[src/sv/lcs_pkg.sv]
// Types and constants of the LED column scroll engine
package lcs_pkg;

    localparam int CMD_W       = 3;
    localparam int BYTE_W      = 8;
    localparam int LENGTH_W    = 9;
    localparam int CFG_DATA_W  = 9;
    localparam int CFG_INDEX_W = 2;
    localparam int FRAME_OUT_W = 56;
    localparam int FRAME_PAD_W = 64;

    localparam logic [CMD_W-1:0] CMD_TICK  = 3'd0;
    localparam logic [CMD_W-1:0] CMD_LOAD  = 3'd1;
    localparam logic [CMD_W-1:0] CMD_PIXEL = 3'd2;
    localparam logic [CMD_W-1:0] CMD_START = 3'd3;
    localparam logic [CMD_W-1:0] CMD_STOP  = 3'd4;

    localparam logic [CFG_INDEX_W-1:0] REG_SCROLL_LENGTH = 2'd0;
    localparam logic [CFG_INDEX_W-1:0] REG_SHIFT_DELAY   = 2'd1;
    localparam logic [CFG_INDEX_W-1:0] REG_REPEAT_TIMES  = 2'd2;

    localparam logic [LENGTH_W-1:0] SCROLL_LENGTH_RST = 9'd1;
    localparam logic [BYTE_W-1:0]   SHIFT_DELAY_RST   = 8'd10;
    localparam logic [BYTE_W-1:0]   REPEAT_TIMES_RST  = 8'd0;
    localparam logic [BYTE_W-1:0]   PASS_MAX          = 8'hFF;

    typedef struct packed {
        logic [CMD_W-1:0]  command;
        logic [BYTE_W-1:0] column_index;
        logic [BYTE_W-1:0] column_bits;
        logic [BYTE_W-1:0] pixel_row;
        logic [BYTE_W-1:0] pixel_col;
        logic              pixel_on;
    } item_t;

    typedef struct packed {
        logic [LENGTH_W-1:0] scroll_length;
        logic [BYTE_W-1:0]   shift_delay;
        logic [BYTE_W-1:0]   repeat_times;
    } cfg_t;

    typedef struct packed {
        logic [FRAME_OUT_W-1:0] frame_bits;
        logic                   scrolling;
    } result_t;

endpackage

[src/sv/lcs_ram.sv]
// Generic single-port-write, registered-read RAM
module lcs_ram #(
    parameter int WIDTH = 8,
    parameter int DEPTH = 256
) (
    input  logic                     aclk,
    input  logic                     we,
    input  logic [$clog2(DEPTH)-1:0] waddr,
    input  logic [WIDTH-1:0]         wdata,
    input  logic [$clog2(DEPTH)-1:0] raddr,
    output logic [WIDTH-1:0]         rdata
);

    logic [WIDTH-1:0] mem [DEPTH];
    logic [WIDTH-1:0] rdata_reg;

    always_ff @(posedge aclk) begin
        if (we) begin
            mem[waddr] <= wdata;
        end
        rdata_reg <= mem[raddr];
    end

    assign rdata = rdata_reg;

endmodule

[src/sv/lcs_core.sv]
// Frame, scroll counters and scroll memory; applies one command per step
module lcs_core import lcs_pkg::*; #(
    parameter int GROUP_COUNT  = 8,
    parameter int GROUP_HEIGHT = 7,
    parameter int SCROLL_DEPTH = 256
) (
    input  logic    aclk,
    input  logic    aresetn,
    input  logic    step,
    input  item_t   item,
    input  cfg_t    cfg,
    output result_t result
);

    localparam int POS_W   = $clog2(SCROLL_DEPTH);
    localparam int FRAME_W = GROUP_COUNT * GROUP_HEIGHT;

    logic [GROUP_HEIGHT-1:0] frame_reg  [GROUP_COUNT];
    logic [GROUP_HEIGHT-1:0] frame_next [GROUP_COUNT];
    logic [BYTE_W-1:0]       delay_reg, delay_next;
    logic [POS_W-1:0]        pos_reg, pos_next;
    logic [BYTE_W-1:0]       pass_reg, pass_next;
    logic                    active_reg, active_next;

    logic                    mem_we;
    logic [POS_W-1:0]        mem_waddr;
    logic [BYTE_W-1:0]       mem_rdata;
    logic                    byp_valid_reg;
    logic [BYTE_W-1:0]       byp_data_reg;
    logic [BYTE_W-1:0]       column;
    logic [LENGTH_W-1:0]     scroll_len;
    logic [FRAME_W-1:0]      frame_flat;

    assign mem_waddr = item.column_index[POS_W-1:0];

    // Read address follows the next position, so the column is ready for the next tick
    lcs_ram #(
        .WIDTH(BYTE_W),
        .DEPTH(SCROLL_DEPTH)
    ) u_scroll_mem (
        .aclk (aclk),
        .we   (mem_we),
        .waddr(mem_waddr),
        .wdata(item.column_bits),
        .raddr(pos_next),
        .rdata(mem_rdata)
    );

    // A load to the address being read lands in the bypass register
    assign column = byp_valid_reg ? byp_data_reg : mem_rdata;

    always_comb begin
        if (cfg.scroll_length > LENGTH_W'(SCROLL_DEPTH)) begin
            scroll_len = LENGTH_W'(SCROLL_DEPTH);
        end else if (cfg.scroll_length == '0) begin
            scroll_len = LENGTH_W'(1);
        end else begin
            scroll_len = cfg.scroll_length;
        end
    end

    always_comb begin
        logic [BYTE_W:0]     delay_inc;
        logic [LENGTH_W-1:0] pos_inc;
        logic [BYTE_W-1:0]   pass_inc;

        frame_next  = frame_reg;
        delay_next  = delay_reg;
        pos_next    = pos_reg;
        pass_next   = pass_reg;
        active_next = active_reg;
        mem_we      = 1'b0;
        delay_inc   = (BYTE_W+1)'(delay_reg) + (BYTE_W+1)'(1);
        pos_inc     = LENGTH_W'(pos_reg) + LENGTH_W'(1);
        pass_inc    = (pass_reg == PASS_MAX) ? PASS_MAX : pass_reg + BYTE_W'(1);

        if (step) begin
            unique case (item.command)
                CMD_TICK: begin
                    if (active_reg) begin
                        if (delay_inc >= (BYTE_W+1)'(cfg.shift_delay)) begin
                            delay_next = '0;
                            for (int g = 0; g < GROUP_COUNT - 1; g++) begin
                                frame_next[g] = frame_reg[g+1];
                            end
                            frame_next[GROUP_COUNT-1] = column[GROUP_HEIGHT-1:0];
                            if (pos_inc >= scroll_len) begin
                                pos_next = '0;
                                if (cfg.repeat_times != '0) begin
                                    pass_next = pass_inc;
                                    if (pass_inc >= cfg.repeat_times) begin
                                        active_next = 1'b0;
                                        for (int g = 0; g < GROUP_COUNT; g++) begin
                                            frame_next[g] = '0;
                                        end
                                    end
                                end
                            end else begin
                                pos_next = pos_inc[POS_W-1:0];
                            end
                        end else begin
                            delay_next = delay_inc[BYTE_W-1:0];
                        end
                    end
                end
                CMD_LOAD: begin
                    mem_we = (9'(item.column_index) < 9'(SCROLL_DEPTH));
                end
                CMD_PIXEL: begin
                    for (int g = 0; g < GROUP_COUNT; g++) begin
                        for (int l = 0; l < GROUP_HEIGHT; l++) begin
                            if (item.pixel_row == BYTE_W'(g) && item.pixel_col == BYTE_W'(l)) begin
                                frame_next[g][l] = item.pixel_on;
                            end
                        end
                    end
                end
                CMD_START: begin
                    if (active_reg) begin
                        for (int g = 0; g < GROUP_COUNT; g++) begin
                            frame_next[g] = '0;
                        end
                    end
                    delay_next  = '0;
                    pos_next    = '0;
                    pass_next   = '0;
                    active_next = 1'b1;
                end
                CMD_STOP: begin
                    active_next = 1'b0;
                    for (int g = 0; g < GROUP_COUNT; g++) begin
                        frame_next[g] = '0;
                    end
                end
                default: begin
                end
            endcase
        end
    end

    always_ff @(posedge aclk) begin
        if (!aresetn) begin
            for (int g = 0; g < GROUP_COUNT; g++) begin
                frame_reg[g] <= '0;
            end
            delay_reg     <= '0;
            pos_reg       <= '0;
            pass_reg      <= '0;
            active_reg    <= 1'b0;
            byp_valid_reg <= 1'b0;
        end else begin
            frame_reg     <= frame_next;
            delay_reg     <= delay_next;
            pos_reg       <= pos_next;
            pass_reg      <= pass_next;
            active_reg    <= active_next;
            byp_valid_reg <= mem_we && (mem_waddr == pos_next);
        end
        byp_data_reg <= item.column_bits;
    end

    always_comb begin
        for (int g = 0; g < GROUP_COUNT; g++) begin
            frame_flat[g*GROUP_HEIGHT +: GROUP_HEIGHT] = frame_next[g];
        end
    end

    always_comb begin
        logic [FRAME_PAD_W-1:0] frame_pad;

        frame_pad         = FRAME_PAD_W'(frame_flat);
        result.frame_bits = frame_pad[FRAME_OUT_W-1:0];
        result.scrolling  = active_next;
    end

endmodule

[src/sv/led_column_scroll_engine.sv]
// LED column scroll engine: input register, state update and result register
//
// Usage: every item on the s_ channel carries one command (tick, load a scroll
// column, write a pixel, start, stop) and yields exactly one result item on the
// m_ channel: the full frame after the command and the scrolling flag.
// Path: an accepted item waits in the input register, then its result is held
// in the result register, where m_valid shows it; while that register is full
// and m_ready is low, the item stays in the input register.
// Throughput: one item per clock while m_ready is high; the whole frame,
// counters and scroll memory port update as an item leaves the input register.
// The scroll memory read is prefetched at the next scroll position, so a shift
// never waits for the memory.
// Stall: while m_ready is low the result register holds and one more item
// can wait in the input register; s_ready drops only when both are full.
// Reset (aresetn low, synchronous) empties both registers, clears the frame,
// the counters and the scrolling flag and restores the configuration
// registers. Scroll memory contents are not cleared; columns must be loaded
// before they are scrolled. Configuration is written through cfg_we.
module led_column_scroll_engine import lcs_pkg::*; #(
    parameter int GROUP_COUNT  = 8,
    parameter int GROUP_HEIGHT = 7,
    parameter int SCROLL_DEPTH = 256
) (
    input  logic                   aclk,
    input  logic                   aresetn,
    input  logic                   s_valid,
    output logic                   s_ready,
    input  logic [CMD_W-1:0]       s_command,
    input  logic [BYTE_W-1:0]      s_column_index,
    input  logic [BYTE_W-1:0]      s_column_bits,
    input  logic [BYTE_W-1:0]      s_pixel_row,
    input  logic [BYTE_W-1:0]      s_pixel_col,
    input  logic                   s_pixel_on,
    output logic                   m_valid,
    input  logic                   m_ready,
    output logic [FRAME_OUT_W-1:0] m_frame_bits,
    output logic                   m_scrolling,
    input  logic                   cfg_we,
    input  logic [CFG_INDEX_W-1:0] cfg_index,
    input  logic [CFG_DATA_W-1:0]  cfg_wdata
);

    logic    in_valid_reg;
    item_t   in_item_reg;
    logic    out_valid_reg;
    result_t out_result_reg;
    cfg_t    cfg_reg;
    result_t core_result;
    logic    process;
    logic    s_take;

    assign process = in_valid_reg && (!out_valid_reg || m_ready);
    assign s_ready = !in_valid_reg || process;
    assign s_take  = s_valid && s_ready;

    always_ff @(posedge aclk) begin
        if (!aresetn) begin
            in_valid_reg  <= 1'b0;
            out_valid_reg <= 1'b0;
        end else begin
            if (s_take) begin
                in_valid_reg <= 1'b1;
            end else if (process) begin
                in_valid_reg <= 1'b0;
            end
            if (process) begin
                out_valid_reg <= 1'b1;
            end else if (m_ready) begin
                out_valid_reg <= 1'b0;
            end
        end
        if (s_take) begin
            in_item_reg.command      <= s_command;
            in_item_reg.column_index <= s_column_index;
            in_item_reg.column_bits  <= s_column_bits;
            in_item_reg.pixel_row    <= s_pixel_row;
            in_item_reg.pixel_col    <= s_pixel_col;
            in_item_reg.pixel_on     <= s_pixel_on;
        end
        if (process) begin
            out_result_reg <= core_result;
        end
    end

    always_ff @(posedge aclk) begin
        if (!aresetn) begin
            cfg_reg.scroll_length <= SCROLL_LENGTH_RST;
            cfg_reg.shift_delay   <= SHIFT_DELAY_RST;
            cfg_reg.repeat_times  <= REPEAT_TIMES_RST;
        end else if (cfg_we) begin
            unique case (cfg_index)
                REG_SCROLL_LENGTH: cfg_reg.scroll_length <= cfg_wdata[LENGTH_W-1:0];
                REG_SHIFT_DELAY:   cfg_reg.shift_delay   <= cfg_wdata[BYTE_W-1:0];
                REG_REPEAT_TIMES:  cfg_reg.repeat_times  <= cfg_wdata[BYTE_W-1:0];
                default: begin
                end
            endcase
        end
    end

    lcs_core #(
        .GROUP_COUNT (GROUP_COUNT),
        .GROUP_HEIGHT(GROUP_HEIGHT),
        .SCROLL_DEPTH(SCROLL_DEPTH)
    ) u_core (
        .aclk   (aclk),
        .aresetn(aresetn),
        .step   (process),
        .item   (in_item_reg),
        .cfg    (cfg_reg),
        .result (core_result)
    );

    assign m_valid      = out_valid_reg;
    assign m_frame_bits = out_result_reg.frame_bits;
    assign m_scrolling  = out_result_reg.scrolling;

endmodule

[config.mk]
export PLATFORM = sky130hd
export DESIGN_NAME = led_column_scroll_engine
export DESIGN_NICKNAME = d
export VERILOG_FILES = /design/src/sv/lcs_pkg.sv /design/src/sv/lcs_ram.sv /design/src/sv/lcs_core.sv /design/src/sv/led_column_scroll_engine.sv
export SDC_FILE = /design/constraint.sdc
export NUM_CORES = 2
export LEC_CHECK = 0
export BUFFER_PORTS_ARGS = -buffer_cell sky130_fd_sc_hd__buf_2
export CAP_MARGIN = 20
export CORE_MARGIN = 2
export CORE_UTILIZATION = 55
export CTS_CLUSTER_SIZE = 16
export DETAILED_ROUTE_END_ITERATION = 12
export PLACE_DENSITY = 0.71
export SETUP_SLACK_MARGIN = 0.1
export SLEW_MARGIN = 20
export SYNTH_ARGS = -nofsm -noshare
export SYNTH_HDL_FRONTEND = slang
export SYNTH_HIERARCHICAL = 1
export SYNTH_SLANG_ARGS = --single-unit
export TNS_END_PERCENT = 20
[constraint.sdc]
create_clock -name aclk -period 9.25 [get_ports aclk]
set_input_delay 1.85 -clock aclk [delete_from_list [all_inputs] [get_ports aclk]]
set_output_delay 1.85 -clock aclk [all_outputs]
set_load 0.02 [all_outputs]
Word level (Yosys, flattened, before mapping)
Memory sizes are Yosys's and may differ from the RTL's. A register that Yosys moved wholly into a read port is not among the register bits.
Index checks and enable logic that the tools add are counted.
Cells by class
  $add $sub $neg: 3
  $lt $le $gt $ge: 4
  equal/unequal tests: 25
  mux-type cells: 96
  reduce and logical (&&, ||, !) cells: 77
Operator list (number)
  2-to-1 mux 56 bit: 7
  case mux 56 bit (4 select lines): 1
  2-to-1 mux 8 bit: 11
  2-to-1 mux 1 bit: 70
  logical AND 1 bit: 59
  equality test 8 x 3 -> 1 bit (second input constant): 7
  case mux 8 bit (2 select lines): 3
  equality test 8 x 2 -> 1 bit (second input constant): 4
  adder 8 x 1 -> 9 bit (second input constant): 2
  2-to-1 mux 9 bit: 2
  equality test 8 x 1 -> 1 bit (second input constant): 2
  zero test 8 bit: 2
  >= comparator 9 x 8 -> 1 bit: 1
  >= comparator 9 bit: 1
  greater-than comparator 9 bit (second input constant): 1
  zero test 9 bit: 1
  adder 8 x 1 -> 8 bit (second input constant): 1
  equality test 8 bit: 1
  equality test 8 bit (second input constant): 1
  >= comparator 8 bit: 1
  != test 2 x 1 -> 1 bit (second input constant): 4
  nonzero test 8 bit: 1
  2-to-1 mux 7 bit: 1
  equality test 3 x 2 -> 1 bit (second input constant): 2
  other kinds (13): 19
Word-level totals
  register bits: 209
  memory bits (writable): 2048
  output and inout bits: 59
  logic and storage cells: 233
  memories kept: 1
Memory list
  u_core.u_scroll_mem.mem: words 256, bits a word 8, read ports 1, clocked after Yosys merged registers in 1, wr ports 1, line lcs_ram.sv:14  | logic [WIDTH-1:0] mem [DEPTH];

Longest topological paths before layout
  depth after elaboration: 11
  gate-level depth with buffers: 22
  gate-level depth less buffers: 18

By module
Netlist, hierarchy kept.
Modules (own cells, without submodules)
  lcs_ram: times used 1, cells an instance 3733, area an instance 79556.3 µm²
  lcs_core: times used 1, cells an instance 828, area an instance 6540.0 µm²
  led_column_scroll_engine: times used 1, cells an instance 199, area an instance 3856.2 µm²

Least setup slack after synthesis
OpenSTA, ideal clock, no wires.
  path type: input port to flip-flop
  start point: input port m_ready
  end point: register u_core.u_scroll_mem.rdata_reg[0] (netlist: u_core/u_scroll_mem/rdata[0]), read port of u_core.u_scroll_mem.mem
  setup time: 0.131 ns
  data arrival time: 7.661 ns
  setup slack: 1.458 ns
  stages on the path: 14
  buffers on the path: 3
  cell sequence: nor2b_1 > nor2b_1 > or3b_1 > buf_2 > a31o_4 > and2_4 > or2_2 > buf_6 > buf_6 > mux4_2 > mux4_2 > nor2b_1 > nor4_1 > nor4_2
Between the ends
  cells in the longest elaborated chain, start to end: 3
RTL lines
  from (decl): line led_column_scroll_engine.sv:35  | input logic m_ready,
  logical OR 1 bit: line led_column_scroll_engine.sv:52  | assign process = in_valid_reg && (!out_valid_reg || m_ready);
  logical AND 1 bit: line led_column_scroll_engine.sv:52
  via process: line led_column_scroll_engine.sv:49  | logic process;
  2-to-1 mux 8 bit: line lcs_core.sv:77  | if (step) begin
  via u_core.pos_next[0]: line lcs_core.sv:21  | logic [POS_W-1:0] pos_reg, pos_next;
  to (decl): line lcs_ram.sv:15  | logic [WIDTH-1:0] rdata_reg;
The timed path passes the listed nets, and every way through them passes these cells.
A chain may end at the register's enable or synchronous reset.

Worst setup path in the final report
  start point: register u_core.delay_reg[0]
  end point: register u_core.u_scroll_mem.rdata_reg[3] (netlist: u_core/u_scroll_mem/rdata[3]), read port of u_core.u_scroll_mem.mem
Between the ends
  cells in the longest elaborated chain, start to end: 6
RTL lines
  from (decl): line lcs_core.sv:20  | logic [BYTE_W-1:0] delay_reg, delay_next;
  from (signal assigned): line lcs_core.sv:153  | delay_reg <= delay_next;
  adder 8 x 1 -> 9 bit: line lcs_core.sv:73  | delay_inc = (BYTE_W+1)'(delay_reg) + (BYTE_W+1)'(1);
  >= comparator 9 x 8 -> 1 bit: line lcs_core.sv:81  | if (delay_inc >= (BYTE_W+1)'(cfg.shift_delay)) begin
  2-to-1 mux 8 bit: line lcs_core.sv:81
  2-to-1 mux 8 bit: line lcs_core.sv:80  | if (active_reg) begin
  case mux 8 bit (2 select lines): line lcs_core.sv:78  | unique case (item.command)
  2-to-1 mux 8 bit: line lcs_core.sv:77
  via u_core.pos_next[0]: line lcs_core.sv:21
The timed path passes the listed nets, and every way through them passes these cells.

==> results_dict.tcl <==
set metrics [dict create \
    cts_setup_buffers 0 \
    grt_overflow 0 \
    max_slew_margin_pct 22.58 \
    syn_area_um2 80340 \
    required_ns 9.91 \
    stdcell_area_um2 88810 \
    num-fill-cells 10084 \
    numPortBuffers 109 \
    ys_warn_count 6 \
    die_area_um2 149200 \
    start_util_pct 55.26 \
    num_vias 42693 \
    placed_area_um2 82540 \
    drtIter0Drc 5287 \
    p_per_area_nw_per_um2 201.8 \
    layout.nets 4542 \
    finalSetupViolations 0 \
    crit_path_end "u_core/u_scroll_mem/rdata[3]$_DFF_P_" \
    gp_congestion 0.8623 \
    power.internal_mw 14.31 \
    die_w_um 386.2 \
    slew_viol_final 0 \
    reg2reg_to "u_core/u_scroll_mem/rdata[3]$_DFF_P_" \
    worstPathArrival_ns 7.45 \
    switchingPower_mw 3.611 \
    wl_per_cell_um 28.73 \
    synthesis.nets 4445 \
    swShare_pct 20.15 \
    hold_viol 0 \
    hp-class "flop to flop" \
    tns_ns 0 \
    fin_util_pct 61.08 \
    drive_gt1_share_pct 20.16 \
    post_cts_resized 0 \
    fin_crit_ns 6.798 \
    largest_reg_flops 1792 \
    period_share_pct 73.49 \
    sequentialPowerShare_pct 55.7 \
    first_pass_iters 8 \
    peakVddDrop_v 0.0002401 \
    clkPwrFrac_pct 42.7 \
    p_comb_share_pct 1.6 \
    placed_cells 6178 \
    timing.hold.ws_ns 0.4655 \
    htree_levels 4 \
    outcome "complete, no violations" \
    worstSkewPairLatency_ns 0.84 \
    ios 111 \
    finalPower_mw 17.92 \
    crit_fanout 33 \
    critPathLaunchType "flop" \
    postCtsHoldBufs 0 \
    cts_max_path_buffers 3 \
    reg2reg_from "u_core/delay_reg[0]$_SDFFE_PN0P_" \
    max_clock_freq_mhz 147.1 \
    antenna_found_initial 5 \
    via_per_inst 6.531 \
    critPathKind "flop to flop" \
    tightestPinTransition_ns 1.151 \
    die_h_um 386.2 \
    max-cap-violations 0 \
    rsz0062_at_grt "no" \
    finalWorstSetupSlack_ns 2.452 \
    fin_cells 6537 \
    worstSetupEndpointType "flop" \
    syn_area_per_cell_um2 18.41 \
    cts_tree "done" \
    post-dp-hpwl_um 112400 \
    regToRegSetupSlack_ns 2.45 \
    syn_to_final_growth_pct 10.53 \
    p_leak_nw 27.06 \
    grt_max_degree 248 \
    post-place-ws_ns 2.288 \
    numCtsBuffers 193 \
    clkTransAtPathRegs_ns 0.06 \
    core_um2 145400 \
    r2r_cells 18 \
    syn_inst 4365 \
    grt_pass1_wl_um 274900 \
    final_antenna_net_count 0 \
    grtUsageTotal_pct 25.21 \
    drt_wl_total_um 187800 \
    drt_drc_violations_left 0 \
    rows 140 \
    grt_pass1_vias 41759 \
    cts.sinks 2007 \
    cts_root_buffer "clkbuf_16" \
    worstSetupStartpoint "u_core/delay_reg[0]$_SDFFE_PN0P_" \
    final.setup_skew_ns 0.03025 \
]
==> power groups by stage <==
stage,logic (mW),clock network (mW),registers (mW)
floorplan,0.0796,0,10.3
global placement,0.269,0,10.2
detailed placement,0.282,0,10.2
CTS,0.282,7.76,9.98
global route,0.315,8.11,9.97
finish,0.290,7.65,9.98
==> how the worst min path moves through the flow <==
stage	from	endpoint	slack, ns	cells after the start
floorplan	cfg_reg[10]$_SDFFE_PN0P_	cfg_reg[10]$_SDFFE_PN0P_	0.44	2
global placement	cfg_reg[10]$_SDFFE_PN0P_	cfg_reg[10]$_SDFFE_PN0P_	0.45	2
detailed placement	cfg_reg[12]$_SDFFE_PN0P_	cfg_reg[12]$_SDFFE_PN0P_	0.46	2
CTS	cfg_reg[12]$_SDFFE_PN0P_	cfg_reg[12]$_SDFFE_PN0P_	0.47	2
global route	cfg_reg[12]$_SDFFE_PN0P_	cfg_reg[12]$_SDFFE_PN0P_	0.48	2
finish	cfg_reg[14]$_SDFFE_PN0P_	cfg_reg[14]$_SDFFE_PN0P_	0.47	2
==> placed cells by master (no fill, tap or decap), types with 31 or more instances in the layout <==
cell type  instances
a21oi_1          152
a22o_1           106
a22oi_1          120
buf_2            109
buf_4             75
clkbuf_1          54
clkbuf_16        193
clkinv_1          31
dfxtp_1          123
edfxtp_1        1884
inv_1             73
mux2i_1          147
mux4_2           397
nand2_1          102
nand3_1           49
nor2_1           306
nor2b_1           38
o21ai_0           65
o221ai_1          96
==> layout make-up <==
class                      count  area (um2)  area share (%)
sequential                  2007       59040           66.48
multi-input combinational   1982       19470           21.93
clock buffer                 253        5106           5.750
tap                         1917        2399           2.701
timing repair buffer         203        1493           1.681
clock inverter                99        1017           1.145
inverter                      75       281.5          0.3170
antenna                        1       2.502        0.002818
==> worst max-delay path, stage by stage (launching register included) <==
cell	delay, ns
dfxtp_1	0.41
ha_1	0.26
and3_1	0.26
and3_1	0.28
xor2_1	0.19
ha_1	0.27
and3_1	0.20
a221o_1	0.32
a31oi_2	0.31
a31o_4	0.32
and2_4	0.17
or2_4	0.61
buf_4	0.47
mux4_2	0.60
a22o_1	0.30
a221oi_1	0.60
o32ai_1	0.25
nor3_1	0.53
nor4_1	0.17
==> metal layers <==
metal,share of wire (%),vias up,GRT usage (%)
met4,3.3,4,8.498
li1,-,18026,-
met3,9.2,392,4.969
met5,0.018,-,0
met2,48,2206,40.26
met1,39,22065,35.20
No activity file was read; power rests on OpenSTA's default activity.
